--- src/sv/scmc_pkg.sv ---
// Shared constants for the sweep-cut conductance block: field widths,
// action and register codes, and parameter defaults. No dependencies.
package scmc_pkg;

   localparam int MAX_VERTICES_DEF = 65536;
   localparam int FRAC_BITS_DEF    = 16;

   localparam int ACT_W      = 2;
   localparam int ID_W       = 17;
   localparam int WGT_W      = 32;
   localparam int CUT_W      = 50;
   localparam int VOL_W      = 48;
   localparam int QW         = 17;
   localparam int POS_W      = 17;
   localparam int LIM_W      = 25;
   localparam int REQ_DATA_W = 56;
   localparam int RSP_W      = 35;
   localparam int RSP_DATA_W = 40;
   localparam int CSR_IDX_W  = 1;

   localparam logic [QW-1:0]    COND_MAX = {QW{1'b1}};
   localparam logic [POS_W-1:0] POS_MAX  = {POS_W{1'b1}};

   // Bitmap rows: one RAM word holds this many visited flags
   localparam int ROW_BITS  = 32;
   localparam int ROW_SEL_W = 5;

   localparam logic [ACT_W-1:0] ACT_BEGIN  = 2'd0;
   localparam logic [ACT_W-1:0] ACT_EDGE   = 2'd1;
   localparam logic [ACT_W-1:0] ACT_FINISH = 2'd2;
   localparam logic [ACT_W-1:0] ACT_END    = 2'd3;

   localparam logic [CSR_IDX_W-1:0] CSR_TOTAL_VOLUME = 1'd0;
   localparam logic [CSR_IDX_W-1:0] CSR_INDEX_BASE   = 1'd1;

endpackage

--- src/sv/scmc_div.sv ---
// Restoring divider, one quotient bit per cycle, saturating at COND_MAX.
// Computes min(floor(num * 2^FRAC_BITS / den), COND_MAX). Uses scmc_pkg.
module scmc_div import scmc_pkg::*; #(
   parameter int FRAC_BITS = FRAC_BITS_DEF
) (
   input  logic             clock,
   input  logic             reset,
   input  logic             start,
   input  logic [CUT_W-1:0] num,
   input  logic [VOL_W-1:0] den,
   output logic             done,
   output logic [QW-1:0]    quot
);

   localparam int XW    = CUT_W + FRAC_BITS;
   localparam int HW    = XW - QW;
   localparam int RW    = VOL_W + 1;
   localparam int CMP_W = HW > VOL_W ? HW : VOL_W;
   localparam int CNT_W = $clog2(QW);

   localparam logic [1:0] D_IDLE = 2'd0;
   localparam logic [1:0] D_PRE  = 2'd1;
   localparam logic [1:0] D_RUN  = 2'd2;

   logic [1:0]       state_ff, state_in;
   logic [XW-1:0]    x_ff, x_in;
   logic [RW-1:0]    r_ff, r_in;
   logic [VOL_W-1:0] den_ff, den_in;
   logic [QW-1:0]    q_ff, q_in;
   logic [CNT_W-1:0] cnt_ff, cnt_in;
   logic             done_ff, done_in;

   logic [HW-1:0] hi;
   logic [RW-1:0] trial;
   logic          ge;

   assign hi    = x_ff[XW-1:QW];
   assign trial = {r_ff[RW-2:0], x_ff[QW-1]};
   assign ge    = trial >= {1'b0, den_ff};

   always_comb begin
      state_in = state_ff;
      x_in     = x_ff;
      r_in     = r_ff;
      den_in   = den_ff;
      q_in     = q_ff;
      cnt_in   = cnt_ff;
      done_in  = 1'b0;
      case (state_ff)
         D_IDLE: begin
            if (start) begin
               x_in     = {num, {FRAC_BITS{1'b0}}};
               den_in   = den;
               q_in     = '0;
               cnt_in   = CNT_W'(QW - 1);
               state_in = D_PRE;
            end
         end
         D_PRE: begin
            // integer part already too large: saturate
            if (CMP_W'(hi) >= CMP_W'(den_ff)) begin
               q_in     = COND_MAX;
               done_in  = 1'b1;
               state_in = D_IDLE;
            end else begin
               r_in     = RW'(hi);
               state_in = D_RUN;
            end
         end
         D_RUN: begin
            r_in = ge ? trial - {1'b0, den_ff} : trial;
            q_in = {q_ff[QW-2:0], ge};
            x_in = x_ff << 1;
            if (cnt_ff == '0) begin
               done_in  = 1'b1;
               state_in = D_IDLE;
            end else begin
               cnt_in = cnt_ff - 1'b1;
            end
         end
         default: state_in = D_IDLE;
      endcase
   end

   always_ff @(posedge clock) begin
      if (reset) begin
         state_ff <= D_IDLE;
         done_ff  <= 1'b0;
      end else begin
         state_ff <= state_in;
         done_ff  <= done_in;
      end
      x_ff   <= x_in;
      r_ff   <= r_in;
      den_ff <= den_in;
      q_ff   <= q_in;
      cnt_ff <= cnt_in;
   end

   assign done = done_ff;
   assign quot = q_ff;

endmodule

--- config.mk ---
export PLATFORM = sky130hd
export DESIGN_NAME = scmc_div
export DESIGN_NICKNAME = d
export VERILOG_FILES = /design/src/sv/scmc_pkg.sv /design/src/sv/scmc_div.sv
export SDC_FILE = /design/constraint.sdc
export NUM_CORES = 1
export LEC_CHECK = 0
export ABC_AREA = 1
export BUFFER_PORTS_ARGS = -buffer_cell sky130_fd_sc_hd__buf_2
export CORE_MARGIN = 3
export CORE_UTILIZATION = 30
export CTS_CLUSTER_DIAMETER = 30
export CTS_CLUSTER_SIZE = 25
export DETAILED_ROUTE_END_ITERATION = 6
export MAX_ROUTING_LAYER = met4
export PLACE_DENSITY = 0.6
export RECOVER_POWER = 100
export SLEW_MARGIN = 20
export SYNTH_ARGS = -nofsm -noshare
export SYNTH_HDL_FRONTEND = slang
export SYNTH_SLANG_ARGS = --single-unit
--- constraint.sdc ---
create_clock -name clock -period 5.05 [get_ports clock]
set_input_delay 0.2525 -clock clock [delete_from_list [all_inputs] [get_ports clock]]
set_output_delay 0.2525 -clock clock [all_outputs]
set_load 0.02 [all_outputs]
==> impl_metrics.tcl, run 1 <==
set metrics [dict create \
    dpl_cell_area_sq_um 14500 \
    worst_pin_slew_ns 3.37 \
    final_area_sq_um 15500 \
    die-area_sq_um 46900 \
    worstPathCellList "inv_1, ha_1, clkbuf_2, nand2_1, nand2_1" \
    start_util 0.306 \
    cts.path.max_buffers 2 \
    synth_ff_type "edfxtp_1" \
    cts_tree "yes" \
    drtAntennaViolNets 0 \
    syn_area_sq_um 13300 \
    grt_pass1_wl_um 70200 \
    crit_path_end_kind "flip-flop" \
    post_layout_nonfiller_instances 2640 \
    antenna_found_initial 1 \
    cts.clk_slew.worst_paths_ns 0.07 \
    dp_hpwl_um 35300 \
    cp_slowest_cell "ha_1" \
    max_stage_delay_ns 1.62 \
    ys_seq_elements 171 \
    ioPinCount 119 \
    ys.warnings.count 0 \
    fin_crit_ns 3.73 \
    num_vias 12266 \
    num_rows 76 \
    grt_util_all_layers 0.200 \
    dp_cells 2563 \
    synth_edf_count 168 \
    dr.first_iter.drc_count 1056 \
    synth_area_per_cell_sq_um 7.02 \
    crit_arrival_ns 4.05 \
    final_max_slew_viol_count 101 \
    async_flop_share 0 \
    dr.pass1.iters 5 \
    yosysUniqueCellTypes 39 \
    failed_checks "capacitance limit, slew limit" \
    drc 0 \
    worst_slew_margin_rel -1.25 \
    cts_root_buffer "clkbuf_16" \
    path_class "reg2reg" \
    drive_gt1_frac 0.0871 \
    cpMostUsedCell "nand2_1" \
    setup_viol 0 \
    finClkSkew_ns 0.0229 \
    grt_pass1_vias 12198 \
    fin_worst_hold_slack_ns 0.0563 \
    max_freq_mhz 268 \
    crit_fanout 53 \
    syn_inst 1895 \
    die_w_um 217 \
    gr-total-overflow 0 \
    p_per_area_nw_per_um2 434 \
    fin_setup_tns_ns 0 \
    syn_nets 2097 \
    outcome "complete, but fails checks" \
    rsz0062_at_grt "false" \
    core_region_area_sq_um 43500 \
    nets 2243 \
    fin_crit_sh 0.739 \
    portBuffers 118 \
    wl_um 45100 \
    seq_area_frac_synth 0.384 \
    reg2reg_setup_slack_ns 1.32 \
    p_leak_uw 0.00789 \
    cp-start-kind "flip-flop" \
    dieHeight_um 217 \
    cts.sinks 171 \
    cap_violations 2 \
    hp-class "in2reg" \
    clk_latency_ns 0.47 \
    area_growth_pct 16.3 \
    hold_viol 0 \
    wl_per_cell_um 17.1 \
    fin_util 0.356 \
    worstPathRequired_ns 5.37 \
    grt_max_degree 60 \
    htree_levels 4 \
    post_drt_via_cell_ratio 4.65 \
    peakVddDrop_mv 0.346 \
    ctsResizeCount 0 \
    cts_buffers 17 \
    place.gp.congestion 0.965 \
]
worst max-delay path: cells and delay by family (launching register included):
kind	cells	cell delay (ns)
and+or+nand+nor	2	0.38
buffers and inverters	2	1.25
adders and majority gates	1	1.62
DFF	1	0.33
state kept, by name, summed over array words and instances, names as in the netlist:
signal    count
x_ff         50
den_ff       48
cnt_ff        5
quot         17
state_ff      2
r_ff         48
done          1
cell usage after synthesis (2+ instances only):
cell | n | area (sq um)
nand2_1 | 757 | 2840
nor3_1 | 6 | 30.0
edfxtp_1 | 168 | 5040
a21o_1 | 2 | 15.0
nor2_2 | 12 | 75.1
or2_2 | 3 | 18.8
nand3_1 | 92 | 460
buf_4 | 3 | 22.5
o21a_1 | 3 | 22.5
xnor2_1 | 24 | 210
and2_1 | 2 | 12.5
clkbuf_1 | 26 | 97.6
nand3b_1 | 4 | 30.0
o21ai_1 | 2 | 10.0
xor2_1 | 2 | 17.5
dfxtp_1 | 3 | 60.1
nand4_1 | 67 | 419
inv_2 | 10 | 37.5
nand2_2 | 15 | 93.8
inv_1 | 340 | 1280
nor2_1 | 147 | 552
o21bai_1 | 4 | 30.0
o21ai_0 | 11 | 55.1
buf_2 | 9 | 45.0
nor4_1 | 2 | 12.5
a21oi_1 | 51 | 255
ha_1 | 100 | 1250
nand3_2 | 13 | 130
buf_6 | 5 | 56.3
buf_1 | 2 | 7.51
a21oi_2 | 2 | 17.5
where the power goes:
part / switching [uW] / total (uW) / internal (uW)
clock network: 587 / 1460 / 872
registers: 174 / 2150 / 1970
logic: 2130 / 3110 / 974
total: 2900 / 6720 / 3820
layer usage:
layer / up-vias / routed length (um) / GRT usage
met4: 0 / 937 / 0.0547
met2: 331 / 21200 / 0.323
met1: 5645 / 20400 / 0.260
met3: 50 / 2630 / 0.0328
met5: - / 0 / -
li1: 6240 / - / -
what timing repair did:
action | CTS | global route
setup buffers | 0 | 0
hold buffers | 44 | 0
hold endpoints to repair | 44 | 0
kinds of logic after synthesis:
kind of cell               count (synthesis)  synth area share
DFF                                      171             0.384
and+or+nand+nor                         1124             0.355
AOI/OAI and AO/OA                         77            0.0315
adders and majority gates                101            0.0956
buffers and inverters                    396             0.117
xor gates and xnor gates                  26            0.0171
final cells by class:
cell class	count	area (sq um)
Antenna cell	1	2.50
Clock buffer	19	433
Clock inverter	13	199
Fill cell	4737	28000
Inverter	350	1320
Multi-Input combinational cell	1328	6620
Sequential cell	171	5100
Tap cell	585	732
Timing Repair Buffer	173	1070
metrics by stage:
| stage | total power, uW | setup slack, ns |
|---|---|---|
| 2_1_floorplan | 4310 | 0.135 |
| 3_3_place_gp | 5240 | 1.90 |
| 3_5_place_dp | 5260 | 1.90 |
| 4_1_cts | 6770 | 1.82 |
| 5_1_grt | 7240 | 1.06 |
| 6_report | 6720 | 1.32 |
cell usage in the layout, fill, tap and decap left out, types with 5 or more instances in the layout:
cell type | Yosys | routed
o21ai_0 | 11 | 12
nor2_1 | 147 | 147
edfxtp_1 | 168 | 168
inv_1 | 340 | 339
nand2_2 | 15 | 13
dlygate4sd3_1 | 0 | 44
clkbuf_1 | 26 | 31
ha_1 | 100 | 100
inv_2 | 10 | 10
bufinv_16 | 0 | 5
nor2_2 | 12 | 12
nand4_1 | 67 | 67
nor3_1 | 6 | 6
buf_2 | 9 | 91
nand2_1 | 757 | 759
a21oi_1 | 51 | 50
clkbuf_16 | 0 | 17
nand3_2 | 13 | 7
nand3_1 | 92 | 98
xnor2_1 | 24 | 24
buf_4 | 3 | 7
final timing paths:
check,from,end,cells after the start
hold reg to reg,state_ff[0],state_ff[0],2
hold / removal,num[36],x_ff[52],3
setup / recovery,state_ff[0],x_ff[28],5
setup reg to reg,state_ff[0],x_ff[28],5
(Power assumes the default switching activity.)
==> run 2, diff against run 1 <==
- PLACE_DENSITY: 0.6 -> 0.58
- clock period: 5.05 -> 3.5 ns (I/O delays scaled with it)
==> run 2 against run 1 <==
Effect of this change: the run now ends clean; worst hold slack got worse by 0.037 ns; register-to-register slack got worse by 0.82 ns; non-clock buffer count increased by 49; total power increased by 44%; final area increased by 3.2%; critical path type unchanged; via count increased by 2.5%; clock power increased by 39%; critical path depth increased by 10; routed wire length decreased by 0.32%; first-iteration DRC count decreased by 4.9%; sequential share of layout area decreased by 1.0 points.
==> impl_metrics.tcl, run 2 (synthesis results as in run 1) <==
set metrics [dict create \
    outcome "finished, final reports clean" \
    antenna_found_initial 1 \
    cp_slowest_cell "clkbuf_2" \
    pwr-share-comb 0.470 \
    grt_pass1_vias 12449 \
    post_drt_via_cell_ratio 4.68 \
    place.gp.congestion 0.992 \
    cts_tree "yes" \
    path_class "reg2reg" \
    worstPathCellList "inv_1, ha_1, nand2_1, inv_1, nand2_1, nand2_1, nand2_1, nand2_1, nand2_1, nand2_1, a21oi_4, clkbuf_2, nand4_1, nand3_1, nand2_1" \
    layout_commonest_cell "nand2_1" \
    finClkSkew_ns 0.0154 \
    cts_buffers 17 \
    peakVddDrop_mv 0.360 \
    worstPathRequired_ns 3.70 \
    drtAntennaViolNets 0 \
    grt_max_degree 59 \
    crit_arrival_ns 3.20 \
    rsz0062_at_grt "false" \
    power_frac_clock 0.210 \
    dr.pass1.iters 6 \
    final_max_slew_viol_count 0 \
    cts.path.max_buffers 2 \
    layout_common_cells "nand2_1 (761), inv_1 (339), edfxtp_1 (168), nor2_1 (147), ha_1 (99)" \
    gr-total-overflow 0 \
    num_rows 76 \
    core_region_area_sq_um 43500 \
    hold_viol 0 \
    wl_um 45000 \
    fin_crit_ns 3.00 \
    cp_top_family "simple AND/OR/NAND/NOR gates" \
    p_per_area_nw_per_um2 605 \
    largest_reg_flops 50 \
    dr.first_iter.drc_count 1004 \
    fin_setup_tns_ns 0 \
    dp_hpwl_um 34700 \
    die-area_sq_um 46900 \
    crit_path_end_kind "flip-flop" \
    top_regs "x_ff (50), den_ff (48), r_ff (48)" \
    cap_violations 0 \
    hp-class "in2reg" \
    start_util 0.306 \
    hold-path-cell-count 3 \
    worst_pin_slew_ns 1.37 \
    cts.clk_slew.worst_paths_ns 0.07 \
    max_freq_mhz 333 \
    setup_viol 0 \
    p_seq_frac 0.320 \
    area_growth_pct 20.0 \
    internal-power_uw 5400 \
    portBuffers 118 \
    fin_crit_sh 0.857 \
    die_w_um 217 \
    wl_per_cell_um 16.7 \
    regMostFlops "x_ff" \
    grt_pass1_wl_um 69800 \
    p_sw_frac 0.441 \
    grt_util_all_layers 0.197 \
    place_ws_ns 0.727 \
    reg2regPathDepth 15 \
    crit_fanout 22 \
    cp-start-kind "flip-flop" \
    num_vias 12575 \
    max_stage_delay_ns 0.48 \
    nets 2292 \
    setup_ws_ns 0.501 \
    cts_root_buffer "clkbuf_16" \
    cp.depth 15 \
    cts_setup_buffers 0 \
    ioPinCount 119 \
    p_sw_uw 4260 \
    p_leak_uw 0.00809 \
    ctsResizeCount 0 \
    drive_gt1_frac 0.0908 \
    worst_slew_margin_rel 0.0855 \
    fillCellCount 4634 \
    htree_levels 4 \
    cts.sinks 171 \
    clk_latency_ns 0.46 \
    path_buf_inv 3 \
    cpMostUsedCell "nand2_1" \
    drc 0 \
    dieHeight_um 217 \
]
==> run 2: cell types whose count changed in the layout (fill, tap and decap cells not counted), sizes merged, moves of 3 or more <==
cell / change
bufinv: -3
clkinv: -6
clkinvlp: +3
dlygate4sd3: +45
inv: +6
==> run 2: area by class of cell <==
cell class / count / area [sq um] / area share
tap: 585 / 732 / 0.0458
multi-input combinational: 1328 / 6630 / 0.415
inverter: 350 / 1320 / 0.0823
clock inverter: 13 / 159 / 0.00995
clock buffer: 19 / 443 / 0.0277
antenna: 1 / 2.50 / 0.000157
sequential: 171 / 5100 / 0.320
timing repair buffer: 222 / 1580 / 0.0990
==> run 2: repair_timing <==
action,4_1_cts,5_1_grt
setup endpoints to repair,0,0
endpoints found under the hold margin,90,0
hold buffers,89,0
==> run 2: power by group through the flow <==
stage               Sequential (uW)  Clock (uW)  Combinational (uW)
floorplan                      3130           0                3080
detailed placement             3120           0                4480
finish                         3090        2030                4540
global route                   3140        2150                5090
CTS                            3080        2070                4580
global placement               3110           0                4450
==> run 2: worst paths after layout <==
kind,end,slack (ns),start
worst max-delay path,r_ff[15],0.50,den_ff[19]
worst min register to register,state_ff[0],0.51,state_ff[0]
worst max register to register,r_ff[15],0.50,den_ff[19]
worst min-delay path,x_ff[18],0.02,num[2]
==> run 2: routing by layer <==
layer / GRT usage / wire, um
met1: 0.254 / 20200
met2: 0.330 / 21700
met3: 0.0243 / 2220
met4: 0.0512 / 853
met5: - / 0
==> run 2: tightest hold or removal path: cells and delay by family <==
kind	cells	cell delay [ns]
buffers and inverters	1	0.08
and+or+nand+nor	1	0.05
AOI/OAI and AO/OA	1	0.06
==> run 2: per-stage QoR <==
step | hold WS (ns) | util | instances | total power, uW | instance area (sq um)
6_report | 0.0191 | 0.367 | 2689 | 9660 | 16000
5_1_grt | 0.0392 | 0.367 | 2689 | 10400 | 16000
4_1_cts | 0.00281 | 0.370 | 2688 | 9740 | 16100
3_5_place_dp | 0.353 | 0.336 | 2567 | 7600 | 14600
3_3_place_gp | 0.352 | 0.336 | 2567 | 7570 | 14600
2_1_floorplan | 0.244 | - | 1895 | 6210 | 13300
==> run 3, diff against run 2 <==
- ABC_AREA: 1 -> unset
- PLACE_DENSITY: 0.58 -> unset
==> run 3 against run 2 <==
Effect of this change: via count decreased by 31%; clock power hardly changed; clock skew grew 0.0022 ns; die area decreased by 14%; final cell count down 35%; synthesized cell count decreased by 43%; sequential share of layout area rose by 5.5 points; critical path depth decreased by 3; fmax is 9.9% lower; global-route usage shrank 4.9 points; sequential cell count stayed put; largest cell class unchanged; largest power group is now registers; highest routed layer unchanged.
==> impl_metrics.tcl, run 3 <==
set metrics [dict create \
    worst_pin_slew_ns 1.40 \
    synth.top_cells.by_area "edfxtp_1 (45%), ha_1 (11%), mux2_2 (4.9%)" \
    largest_reg_flops 50 \
    worstPathCellList "ha_1, o21a_1, o31a_2, o2111ai_1, a31oi_2, o2111ai_2, a2bb2oi_4, a31oi_4, o21ai_4, buf_12, a2bb2oi_1, nand2_1" \
    reg2regPathDepth 12 \
    path_buf_inv 1 \
    place.gp.congestion 0.865 \
    hold_start "num[47]" \
    outcome "finished, final reports clean" \
    grt_max_degree 143 \
    wl_per_cell_um 16.4 \
    core_region_area_sq_um 36900 \
    finClkSkew_ns 0.0175 \
    die_w_um 200 \
    synth_edf_count 168 \
    layout_common_cells "edfxtp_1 (168), nor2_1 (119), a21oi_1 (109), ha_1 (99), buf_2 (97)" \
    hp-class "in2reg" \
    clk_latency_ns 0.46 \
    htree_levels 4 \
    worstPathRequired_ns 3.70 \
    cts.sinks 171 \
    cts.path.max_buffers 2 \
    yosysUniqueCellTypes 76 \
    final_area_sq_um 13600 \
    post_drt_via_cell_ratio 4.90 \
    rsz0062_at_grt "true" \
    peakVddDrop_mv 0.389 \
    cts_tree "yes" \
    synth_top_area_cell "edfxtp_1" \
    cap_violations 0 \
    fin_setup_tns_ns 0 \
    critPathLaunch "r_ff[2]" \
    reg2reg_from "r_ff[2]" \
    synth_ff_type "edfxtp_1" \
    setup_viol 0 \
    area_growth_pct 20.4 \
    crit_arrival_ns 3.53 \
    syn_area_sq_um 11300 \
    cp_slowest_cell "edfxtp_1" \
    layout_commonest_cell "edfxtp_1" \
    cts.clk_slew.worst_paths_ns 0.08 \
    ys_seq_elements 171 \
    yosysTopAreaCellShare 0.445 \
    cts_root_buffer "clkbuf_16" \
    die-area_sq_um 40100 \
    hold-path-cell-count 2 \
    dp_cells 1673 \
    grt_pass1_wl_um 46600 \
    synth_area_per_cell_sq_um 10.5 \
    fillCellCount 3762 \
    seq_area_frac_synth 0.451 \
    antenna_cells 0 \
    hold_viol 0 \
    cp_top_family "compound AO/OA/AOI/OAI gates" \
    synthMostInstantiatedCell "edfxtp_1" \
    path_class "reg2reg" \
    portBuffers 118 \
    num_rows 70 \
    dr.pass1.iters 5 \
    num_vias 8631 \
    grt_util_all_layers 0.148 \
    wl_um 28900 \
    nets 1445 \
    antenna_found_initial 0 \
    drc 0 \
    fin_crit_ns 3.33 \
    p_leak_uw 0.00560 \
    syn_nets 1276 \
    p_per_area_nw_per_um2 441 \
    gr-total-overflow 0 \
    max_freq_mhz 301 \
    synth_common_cells "edfxtp_1 (168), nor2_1 (119), a21oi_1 (109)" \
    top_regs "x_ff (50), den_ff (48), r_ff (48)" \
    dr.first_iter.drc_count 376 \
    dp_hpwl_um 21100 \
    crit_fanout 27 \
    cp-start-kind "flip-flop" \
    final_max_slew_viol_count 0 \
    dpl_cell_area_sq_um 12500 \
    regMostFlops "x_ff" \
    crit_path_end_kind "flip-flop" \
    async_flop_share 0 \
    fin_worst_hold_slack_ns 0.0271 \
    drive_gt1_frac 0.177 \
    cp.depth 12 \
    start_util 0.307 \
    worst_slew_margin_rel 0.0653 \
    ioPinCount 119 \
    max_stage_delay_ns 0.43 \
    syn_inst 1074 \
    post_layout_nonfiller_instances 1760 \
    cts_buffers 17 \
    grt_pass1_vias 8792 \
    drtAntennaViolNets 0 \
    ys.warnings.count 0 \
    fin_crit_sh 0.951 \
    dieHeight_um 200 \
]
[run 3: cell count changes in the layout (fill, tap and decap cells not counted), moves of 23 or more]
cell           delta
mux2i_1          +45
nor2_1           -28
a21oi_1          +58
a21o_1           +23
inv_1           -269
o21ai_0          +31
dlygate4sd3_1    -36
nand4_1          -50
nand3_1          -84
mux2_2           +49
nand2_1         -696
[run 3: power by group]
part           switching [uW]  total [uW]  internal [uW]
registers                87.5        2540           2460
logic                     833        1440            606
clock network             893        2040           1140
total                    1810        6020           4200
[run 3: repair_timing]
item,CTS,global route
hold endpoints to repair,55,0
setup endpoints to repair,0,71
hold buffers,53,0
resized for setup,0,7
buffers inserted,0,1
[run 3: logic make-up (layout without fill, tap and decap cells)]
logic type	after synthesis	count (layout)	synth area share
simple gates	284	284	0.116
compound gates	267	267	0.150
flops	171	171	0.451
buf+inv	112	294	0.0469
fa+ha+maj	101	101	0.112
mux	96	96	0.0911
xor+xnor	43	43	0.0332
[run 3: metal layers]
layer	vias up	GRT usage	wire, um
met3	25	0.0262	978
met1	4143	0.191	13900
met4	0	0.0412	437
met5	-	-	0
met2	168	0.242	13600
li1	4295	-	-
[run 3: path summary, 6_finish.rpt]
path | endpoint | slack (ns)
setup / recovery | r_ff[46] | 0.17
hold / removal | x_ff[63] | 0.03
setup reg to reg | r_ff[46] | 0.17
hold reg to reg | state_ff[1] | 0.52
[run 3: worst register-to-register path: stages (launching register included)]
cell	delay, ns
edfxtp_1	0.43
ha_1	0.39
o21a_1	0.15
o31a_2	0.19
o2111ai_1	0.20
a31oi_2	0.34
o2111ai_2	0.18
a2bb2oi_4	0.21
a31oi_4	0.12
o21ai_4	0.21
buf_12	0.26
a2bb2oi_1	0.30
nand2_1	0.10
[run 3: layout make-up]
type	count	area [sq um]	share of cell area
clock buffer	18	429	0.0315
clock inverter	14	183	0.0134
inverter	70	263	0.0193
multi-input combinational	791	5730	0.420
sequential	171	5100	0.374
tap	504	631	0.0462
timing repair buffer	192	1300	0.0951
[run 3: through the flow]
stage	worst slack, ns	util	power (uW)
2_1_floorplan	0.308	-	3580
3_5_place_dp	0.124	0.339	3980
5_1_grt	0.00204	0.370	6360
4_1_cts	0.112	0.370	6090
6_report	0.172	0.370	6020
3_3_place_gp	0.190	0.339	3960
